<file path="src/hw/rtl/esort_pkg.sv">
// Shared types and constants of the exchange sorter.
// Used by the controller, the datapath and the top level; no dependencies.
package esort_pkg;

  localparam int DataW = 32;

  // Commands from the controller to the datapath.
  typedef struct packed {
    logic ins;  // insert the accepted input value into the sorted row
    logic pop;  // move the smallest entry into the output register
  } esort_cmd_t;

  // Status from the datapath to the controller.
  typedef struct packed {
    logic one_left;  // exactly one value remains in the row
  } esort_sts_t;

endpackage

</file>
<file path="src/hw/rtl/esort_ctrl.sv">
// Controller of the exchange sorter: load and drain phases, handshakes.
// Depends on esort_pkg for the command and status structs.
module esort_ctrl
  import esort_pkg::*;
(
  input  logic       clk_i,
  input  logic       rst_ni,
  input  logic       in_valid_i,
  input  logic       last_i,
  input  logic       out_stall_i,
  input  esort_sts_t sts_i,
  output logic       in_stall_o,
  output logic       out_valid_o,
  output esort_cmd_t cmd_o
);

  typedef enum logic {
    ST_LOAD,
    ST_DRAIN
  } state_e;

  state_e state_q, state_d;
  logic   out_valid_q, out_valid_d;
  logic   accept;
  logic   pop;

  assign in_stall_o  = (state_q != ST_LOAD);
  assign out_valid_o = out_valid_q;
  assign accept      = in_valid_i && (state_q == ST_LOAD);
  // The output register is free when empty or when its beat is taken now.
  assign pop         = (state_q == ST_DRAIN) && (!out_valid_q || !out_stall_i);

  assign cmd_o.ins = accept;
  assign cmd_o.pop = pop;

  always_comb begin
    state_d     = state_q;
    out_valid_d = out_valid_q;
    if (pop) begin
      out_valid_d = 1'b1;
    end else if (!out_stall_i) begin
      out_valid_d = 1'b0;
    end
    unique case (state_q)
      ST_LOAD: begin
        if (accept && last_i) begin
          state_d = ST_DRAIN;
        end
      end
      ST_DRAIN: begin
        if (pop && sts_i.one_left) begin
          state_d = ST_LOAD;
        end
      end
      default: state_d = ST_LOAD;
    endcase
  end

  always_ff @(posedge clk_i or negedge rst_ni) begin
    if (!rst_ni) begin
      state_q     <= ST_LOAD;
      out_valid_q <= 1'b0;
    end else begin
      state_q     <= state_d;
      out_valid_q <= out_valid_d;
    end
  end

endmodule

</file>
<file path="src/hw/rtl/esort_dp.sv">
// Datapath of the exchange sorter: sorted row of cells, count, output register.
// Depends on esort_pkg for the command and status structs.
module esort_dp
  import esort_pkg::*;
#(
  parameter int MAX_ITEMS = 16
) (
  input  logic                    clk_i,
  input  logic                    rst_ni,
  input  esort_cmd_t              cmd_i,
  input  logic signed [DataW-1:0] value_i,
  output esort_sts_t              sts_o,
  output logic signed [DataW-1:0] sorted_value_o,
  output logic                    last_res_o,
  output logic                    overflow_o
);

  localparam int CntW = $clog2(MAX_ITEMS + 1);

  logic signed [DataW-1:0] store_q [MAX_ITEMS];
  logic signed [DataW-1:0] store_d [MAX_ITEMS];
  logic [MAX_ITEMS-1:0]    lt;
  logic [CntW-1:0]         count_q, count_d;
  logic                    dropped_q, dropped_d;
  logic signed [DataW-1:0] out_value_q;
  logic                    out_last_q, out_ovf_q;
  logic                    do_ins;
  logic                    full;

  // The row holds the maximum number of values.
  assign full           = (count_q == CntW'(MAX_ITEMS));
  assign sts_o.one_left = (count_q == CntW'(1));
  assign do_ins         = cmd_i.ins && !full;

  // Each cell compares the incoming value with its own entry. Cells at or
  // beyond the fill level act as larger than anything, so the lt vector is
  // all zeros then all ones, and the new value lands at the first one.
  for (genvar i = 0; i < MAX_ITEMS; i++) begin : g_cell
    assign lt[i] = (CntW'(i) < count_q) ? (value_i < store_q[i]) : 1'b1;

    always_comb begin
      store_d[i] = store_q[i];
      if (cmd_i.pop) begin
        if (i < MAX_ITEMS - 1) begin
          store_d[i] = store_q[(i < MAX_ITEMS - 1) ? i + 1 : i];
        end
      end else if (do_ins && (CntW'(i) <= count_q) && lt[i]) begin
        if (i > 0) begin
          store_d[i] = lt[(i > 0) ? i - 1 : 0] ? store_q[(i > 0) ? i - 1 : 0] : value_i;
        end else begin
          store_d[i] = value_i;
        end
      end
    end
  end

  always_comb begin
    count_d   = count_q;
    dropped_d = dropped_q;
    if (cmd_i.pop) begin
      count_d = count_q - CntW'(1);
      if (sts_o.one_left) begin
        dropped_d = 1'b0;
      end
    end else if (cmd_i.ins) begin
      if (full) begin
        dropped_d = 1'b1;
      end else begin
        count_d = count_q + CntW'(1);
      end
    end
  end

  always_ff @(posedge clk_i or negedge rst_ni) begin
    if (!rst_ni) begin
      count_q   <= '0;
      dropped_q <= 1'b0;
    end else begin
      count_q   <= count_d;
      dropped_q <= dropped_d;
    end
  end

  always_ff @(posedge clk_i) begin
    for (int i = 0; i < MAX_ITEMS; i++) begin
      store_q[i] <= store_d[i];
    end
    if (cmd_i.pop) begin
      out_value_q <= store_q[0];
      out_last_q  <= sts_o.one_left;
      out_ovf_q   <= dropped_q;
    end
  end

  assign sorted_value_o = out_value_q;
  assign last_res_o     = out_last_q;
  assign overflow_o     = out_ovf_q;

endmodule

</file>
<file path="src/hw/rtl/exchange_sorter.sv">
// Top level of the exchange sorter: joins the controller and the datapath.
// Depends on esort_pkg, esort_ctrl and esort_dp.
//
//   Channel  Direction  Handshake                 Payload
//   in       input      in_valid_i / in_stall_o   value_i, last_i
//   out      output     out_valid_o / out_stall_i sorted_value_o, last_res_o, overflow_o
//
// While a set is loading, one input beat is taken every cycle; each value is
// placed into the sorted row of cells in the cycle it arrives.
// After the closing beat the input stalls; the kept values then leave through
// the output register one per cycle, held back by any output stall.
// The first input beat of the next set is taken in the cycle after the last
// result enters the output register, even while that result still waits.
// Reset clears the fill count, the overflow flag and the valid state; no
// clearing pass is needed, since only entries written in the current set
// are ever read.
module exchange_sorter
  import esort_pkg::*;
#(
  parameter int MAX_ITEMS = 16
) (
  input  logic                    clk_i,
  input  logic                    rst_ni,
  input  logic                    in_valid_i,
  output logic                    in_stall_o,
  input  logic signed [DataW-1:0] value_i,
  input  logic                    last_i,
  output logic                    out_valid_o,
  input  logic                    out_stall_i,
  output logic signed [DataW-1:0] sorted_value_o,
  output logic                    last_res_o,
  output logic                    overflow_o
);

  // Commands flow from the controller to the datapath, status flows back.
  esort_cmd_t cmd;
  esort_sts_t sts;

  esort_ctrl u_ctrl (
    .clk_i       (clk_i),
    .rst_ni      (rst_ni),
    .in_valid_i  (in_valid_i),
    .last_i      (last_i),
    .out_stall_i (out_stall_i),
    .sts_i       (sts),
    .in_stall_o  (in_stall_o),
    .out_valid_o (out_valid_o),
    .cmd_o       (cmd)
  );

  // The datapath holds the sorted row, the fill count, the overflow flag
  // and the output register that keeps a waiting beat steady under stall.
  esort_dp #(
    .MAX_ITEMS (MAX_ITEMS)
  ) u_dp (
    .clk_i          (clk_i),
    .rst_ni         (rst_ni),
    .cmd_i          (cmd),
    .value_i        (value_i),
    .sts_o          (sts),
    .sorted_value_o (sorted_value_o),
    .last_res_o     (last_res_o),
    .overflow_o     (overflow_o)
  );

endmodule

</file>
<file path="config.mk">
export PLATFORM = sky130hd
export DESIGN_NAME = exchange_sorter
export DESIGN_NICKNAME = d
export VERILOG_FILES = /design/src/hw/rtl/esort_pkg.sv /design/src/hw/rtl/esort_ctrl.sv /design/src/hw/rtl/esort_dp.sv /design/src/hw/rtl/exchange_sorter.sv
export SDC_FILE = /design/constraint.sdc
export NUM_CORES = 2
export LEC_CHECK = 0
export BUFFER_PORTS_ARGS = -buffer_cell sky130_fd_sc_hd__buf_2
export CAP_MARGIN = 0
export CORE_MARGIN = 2
export CORE_UTILIZATION = 55
export DETAILED_ROUTE_END_ITERATION = 8
export GPL_TIMING_DRIVEN = 1
export PLACE_DENSITY = 0.74
export SKIP_LAST_GASP = 1
export SLEW_MARGIN = 20
export SYNTH_ARGS = -nofsm -noshare
export SYNTH_HDL_FRONTEND = slang
export SYNTH_SLANG_ARGS = --single-unit
</file>
<file path="constraint.sdc">
create_clock -name clk_i -period 5.5 [get_ports clk_i]
set_input_delay 0 -clock clk_i [delete_from_list [all_inputs] [get_ports clk_i]]
set_output_delay 0 -clock clk_i [all_outputs]
set_load 0.005 [all_outputs]
</file>
## Yosys cells after proc, flatten, opt, wreduce, memory -nomap -nowiden

Memories as Yosys holds them, arrays and structs flattened.
Cells that the tools add are included.

- Output and inout port bits: 36
- Bits in latches: 0
- Bits in writable memories: 512
- Input bits: 37
- Logic and storage cells: 184
- Bits in read-only memories: 0
- Memories: 1
- Flip-flop bits (word level): 42

Memories:

| name | words | width | read ports | clocked after memory_dff | wr ports | line | source |
|---|---|---|---|---|---|---|---|
| u_dp.store_q | 16 | 32 | 16 | 0 | 16 | esort_dp.sv:20 | `logic signed [DataW-1:0] store_q [MAX_ITEMS];` |

- Div/mod/pow operators: 0
- Equality and inequality tests: 5
- $add $sub $neg: 2
- Order comparisons: 48
- Reduce and logical (&&, ||, !) cells: 45
- Bitwise operators: 1
- Multiply operators: 0
- Muxes and demuxes: 75
- Shift-type cells: 0

Operators by type and width:

| operator | number |
|---|---|
| two-way mux 32 bit | 47 |
| less-than comparator 32 bit | 16 |
| <= comparator 4 x 5 -> 1 bit (first input constant) | 8 |
| less-than comparator 4 x 5 -> 1 bit (first input constant) | 8 |
| logical AND 1 bit | 37 |
| two-way mux 1 bit | 24 |
| <= comparator 3 x 5 -> 1 bit (first input constant) | 4 |
| less-than comparator 3 x 5 -> 1 bit (first input constant) | 4 |
| two-way mux 5 bit | 3 |
| <= comparator 1 x 5 -> 1 bit (first input constant) | 2 |
| <= comparator 2 x 5 -> 1 bit (first input constant) | 2 |
| less-than comparator 1 x 5 -> 1 bit (first input constant) | 2 |
| less-than comparator 2 x 5 -> 1 bit (first input constant) | 2 |
| adder 5 x 1 -> 5 bit (second input constant) | 1 |
| == test 5 x 1 -> 1 bit (second input constant) | 1 |
| == test 5 bit (second input constant) | 1 |
| subtractor 5 x 1 -> 5 bit (second input constant) | 1 |
| inequality test 2 x 1 -> 1 bit (second input constant) | 2 |
| nonzero test 2 bit | 2 |
| zero test 1 bit | 3 |
| AND reduction 3 bit | 1 |
| inequality test 2 bit (second input constant) | 1 |
| case mux 1 bit (2 select lines) | 1 |
| AND reduction 2 bit | 1 |
| other kinds (2) | 2 |

## Depth between registers and ports, before layout

- Depth in word-level cells: 7
- Gate-level depth with buffers: 12

## Hierarchy

A second synthesis with hierarchy kept.

- Cells, all modules: 4280
- Area total of the unflattened synthesis: 41347.2 um^2

Modules (own cells, without submodules):

| module | cells an instance | times used | area each (um^2) |
|---|---|---|---|
| esort_dp | 4270 | 1 | 41244.6 |
| esort_ctrl | 10 | 1 | 102.6 |

## Worst setup path after synthesis

No wires, ideal clock.

- Path kind: reg2reg
- From: mem u_dp.store_q[3][31], in the netlist u_dp.store_q[1][63]
- To: mem u_dp.store_q[3][0], in the netlist u_dp.store_q[1][32] (enable)
- Slack: 0.491 ns
- Clock period less this slack: 5.009 ns
- Data arrival time: 4.539 ns
- Library setup time: 0.470 ns
- Buffers on the path: 2
- Stages on the path, launching flop included: 12
- Data required time: 5.030 ns
- Path through: edfxtp_1 > inv_1 > ha_1 > nand4_1 > nor4_1 > nor4b_1 > a32oi_1 > a21oi_1 > nor3b_1 > buf_2 > buf_4 > o31ai_1

RTL lines:

| item | line |
|---|---|
| start, declared | esort_dp.sv:20 |

==> results.yml <==
run_status:
  status: "finished, final reports clean"
synth:
  synth_fp_nets: 4487
  synth-main-ff-cell: "edfxtp_1"
  netlist_instances: 3949
  avgSynthCellArea_um2: 9.859
  async_flop_share_pct: 1.444
  ys_warn_count: 0
  synth.area.mux_share_pct: 6.048
  synth_compound_area_share_pct: 16.68
  synth-edff-count: 546
  synth_top_family_by_area: "compound AO/OA/AOI/OAI gates"
  yosys.area_share.simple_pct: 10.86
  synth.ff_latch_count: 554
  synth_area_um2: 38930
  synth_xor_area_share_pct: 0.1125
  seq_area_frac_synth_pct: 42.63
  synth_cell_type_count: 71
  synth_fa_ha_area_share_pct: 16.10
power_and_ir_drop:
  switchingPower_w: 0.01190
  vdd_ir_drop_max_mv: 0.4476
  leakage_nw: 18.12
  p_int_w: 0.01597
  combPwrFrac_pct: 49.9
  p_sw_share_pct: 42.70
  clkPwrFrac_pct: 15.2
  pwr_density_cell_nw_per_um2: 660.8
  seq_power_share_pct: 34.9
critical_path:
  ff2ff_setup_slack_ns: 1.18
  end_kind: "register"
  startpoint_type: "register"
  worstReg2RegStart: "u_dp.store_q[2][31]"
  crit_fanout: 64
  slowest_delay_ns: 0.95
  cp-startpoint: "u_dp.store_q[2][31]"
  cp.arrival_ns: 4.63
  path_cells: "inv_1 > ha_1 > nand4_1 > nor4_1 > nand2_1 > a2111oi_1 > nor3_1 > o21bai_4 > buf_4 > o221ai_1"
  crit_type: "register to register"
  path_buf_inv: 2
  crit_slowest_cell: "a2111oi_1"
  crit_family: "simple AND/OR/NAND/NOR gates"
  worst_ep_required_time_ns: 5.81
clocking:
  clk_path_buf_depth: 3
  clkTransAtPathRegs_ns: 0.06
  clk_latency_ns: 0.60
  numCtsBuffers: 66
  ctsRootBufferMaster: "clkbuf_16"
  cts_setup_buffers: 0
  cts_sinks: 554
  h-tree-depth: 3
  tritoncts: "built"
global_route:
  grt_usage_pct: 26.79
  overflow: 0
  grt_pass1_vias: 28967
  grt_antenna_before_repair: 0
  grt_max_degree: 236
  grt_pass1_wl_um: 157800
sta:
  worstMarginPinSlew_ns: 1.025
  fin_crit_sh_pct: 78.47
  hold_viol: 0
  layout_min_cycle_time_ns: 4.316
  layout_setup_ws_ns: 1.184
  rsz0062_at_grt: "false"
  fmax_mhz: 231.7
  hold_slack_ns: 0.04354
  fin_setup_tns_ns: 0
  slew_headroom_pct: 29.88
  skew_ns: 0.02433
  setup_viol: 0
  slew_viol_final: 0
cells_and_area:
  layout_common_cells: "546 x edfxtp_1, 514 x inv_1, 501 x ha_1"
  drive_above_1_share_pct: 6.207
  post-route-util_pct: 60.24
  nNetsFinal: 4452
  area_growth_pct: 8.346
  final_common_cell: "edfxtp_1"
drt:
  vias: 30523
  dr.pass1.iters: 6
  wire_per_inst_um: 20.42
  routed_wl_um: 100100
  drtIter0Drc: 2929
  viasPerCell: 6.224
  detail-route-antenna-nets: 0
  drc: 0
floorplanning:
  fp.dieW_um: 270.1
  die_area_um2: 72930
  die_h_um: 270.1
  coreArea_um2: 70030
  io-pin-count: 73
  start_util_pct: 55.60
  rows: 97
worst_hold_path:
  worst_hold_path_type: "primary input to register"
  min_from: "value_i[10]"
placed_design:
  hpwlAfterDp_um: 73410
  finalWeightedCongestion: 0.9206
  post-place-ws_ns: 1.209
  io_buffers: 72
flow_run:
  cap_violations: 0
-- routing by layer --
layer  wire length [um]  GRT usage [%]  up-vias
li1                   -              -    14599
met1              45280          38.05    14591
met2              44670          42.13     1150
met3               6630          3.014      183
met4               3545          10.31        0
met5                  0              0        -
-- area by class of cell --
cell class / count / area (um2)
diodes: 1 / 2.502
clock buffers: 79 / 1722
repair buffers: 127 / 873.3
multi-input cells: 2650 / 19560
fillers: 5880 / 27850
inverters: 515 / 1941
flip-flops and latches: 554 / 16600
clock inverters: 38 / 311.5
well taps: 940 / 1176
-- sequential cells by signal (all words and copies together), names as in the netlist --
register and flops:
u_dp.store_q 512, u_dp.sorted_value_o 32, u_dp.count_q 5, u_ctrl.in_stall_o 1, u_ctrl.out_valid_o 1, u_dp.dropped_q 1, u_dp.last_res_o 1, u_dp.overflow_o 1
-- cells by family after synthesis --
family                     count (synthesis)
buffers and inverters                    745
muxes                                    230
AOI/OAI and AO/OA                        999
DFF                                      554
xor gates and xnor gates                   5
and+or+nand+nor                          915
adders and majority gates                501
-- final timing paths --
path / depth (start not counted) / to
min in group asynchronous: 3 / u_ctrl.out_valid_o
worst min register to register: 0 / u_dp.sorted_value_o[8]
worst min-delay path: 3 / u_dp.store_q[6][10]
worst max-delay path: 10 / u_dp.store_q[2][37]
max in group asynchronous: 3 / u_ctrl.in_stall_o
worst max register to register: 10 / u_dp.store_q[2][37]
-- synth_stat cells (all sizes together) (12+ instances only) --
| master | instances | area share (%) |
|---|---|---|
| edfxtp | 546 | 42 |
| inv | 515 | 5.0 |
| ha | 501 | 16 |
| nand2 | 340 | 3.3 |
| o21ai | 284 | 3.7 |
| a21oi | 282 | 3.7 |
| nand3 | 238 | 3.1 |
| mux2i | 198 | 5.1 |
| o221ai | 186 | 4.2 |
| nor2 | 151 | 1.5 |
| clkbuf | 138 | 1.3 |
| buf | 92 | 1.3 |
| nand4 | 64 | 1.0 |
| a21o | 46 | 0.89 |
| a31oi | 42 | 0.67 |
| a221o | 37 | 0.95 |
| mux2 | 32 | 0.93 |
| nor3 | 26 | 0.33 |
| nand2b | 24 | 0.39 |
| o211ai | 23 | 0.44 |
| a221oi | 22 | 0.49 |
| and4 | 14 | 0.31 |
| a211oi | 13 | 0.25 |
| nor4 | 13 | 0.21 |
| nor2b | 12 | 0.19 |
-- timing repair --
| action | 4_1_cts | 5_1_grt |
|---|---|---|
| hold buffers | 7 | 0 |
| resized for setup | 0 | 0 |
| hold endpoints to repair | 15 | 0 |
-- power by group through the flow --
| stage | Clock [W] | Sequential [W] | Combinational (W) |
|---|---|---|---|
| after floorplan | 0 | 0.00918 | 0.0106 |
| after global placement | 0 | 0.00960 | 0.0132 |
| after detailed placement | 0 | 0.00972 | 0.0137 |
| after CTS | 0.00431 | 0.00966 | 0.0138 |
| after global routing | 0.00445 | 0.00997 | 0.0155 |
| final | 0.00424 | 0.00973 | 0.0139 |
-- per-stage QoR --
stage | std cells | cell area, um2 | total power (W)
final | 4904 | 42180 | 0.02787
after global routing | 4903 | 42180 | 0.02995
after floorplan | 3949 | 38930 | 0.01974
after detailed placement | 4779 | 40080 | 0.02341
after CTS | 4903 | 42180 | 0.02777
after global placement | 4778 | 40050 | 0.02284
-- worst min-delay path, cell delays in order --
cell	delay [ns]
buf_2	0.24
a21oi_1	0.17
a31oi_1	0.05
(Power assumes the default switching activity.)
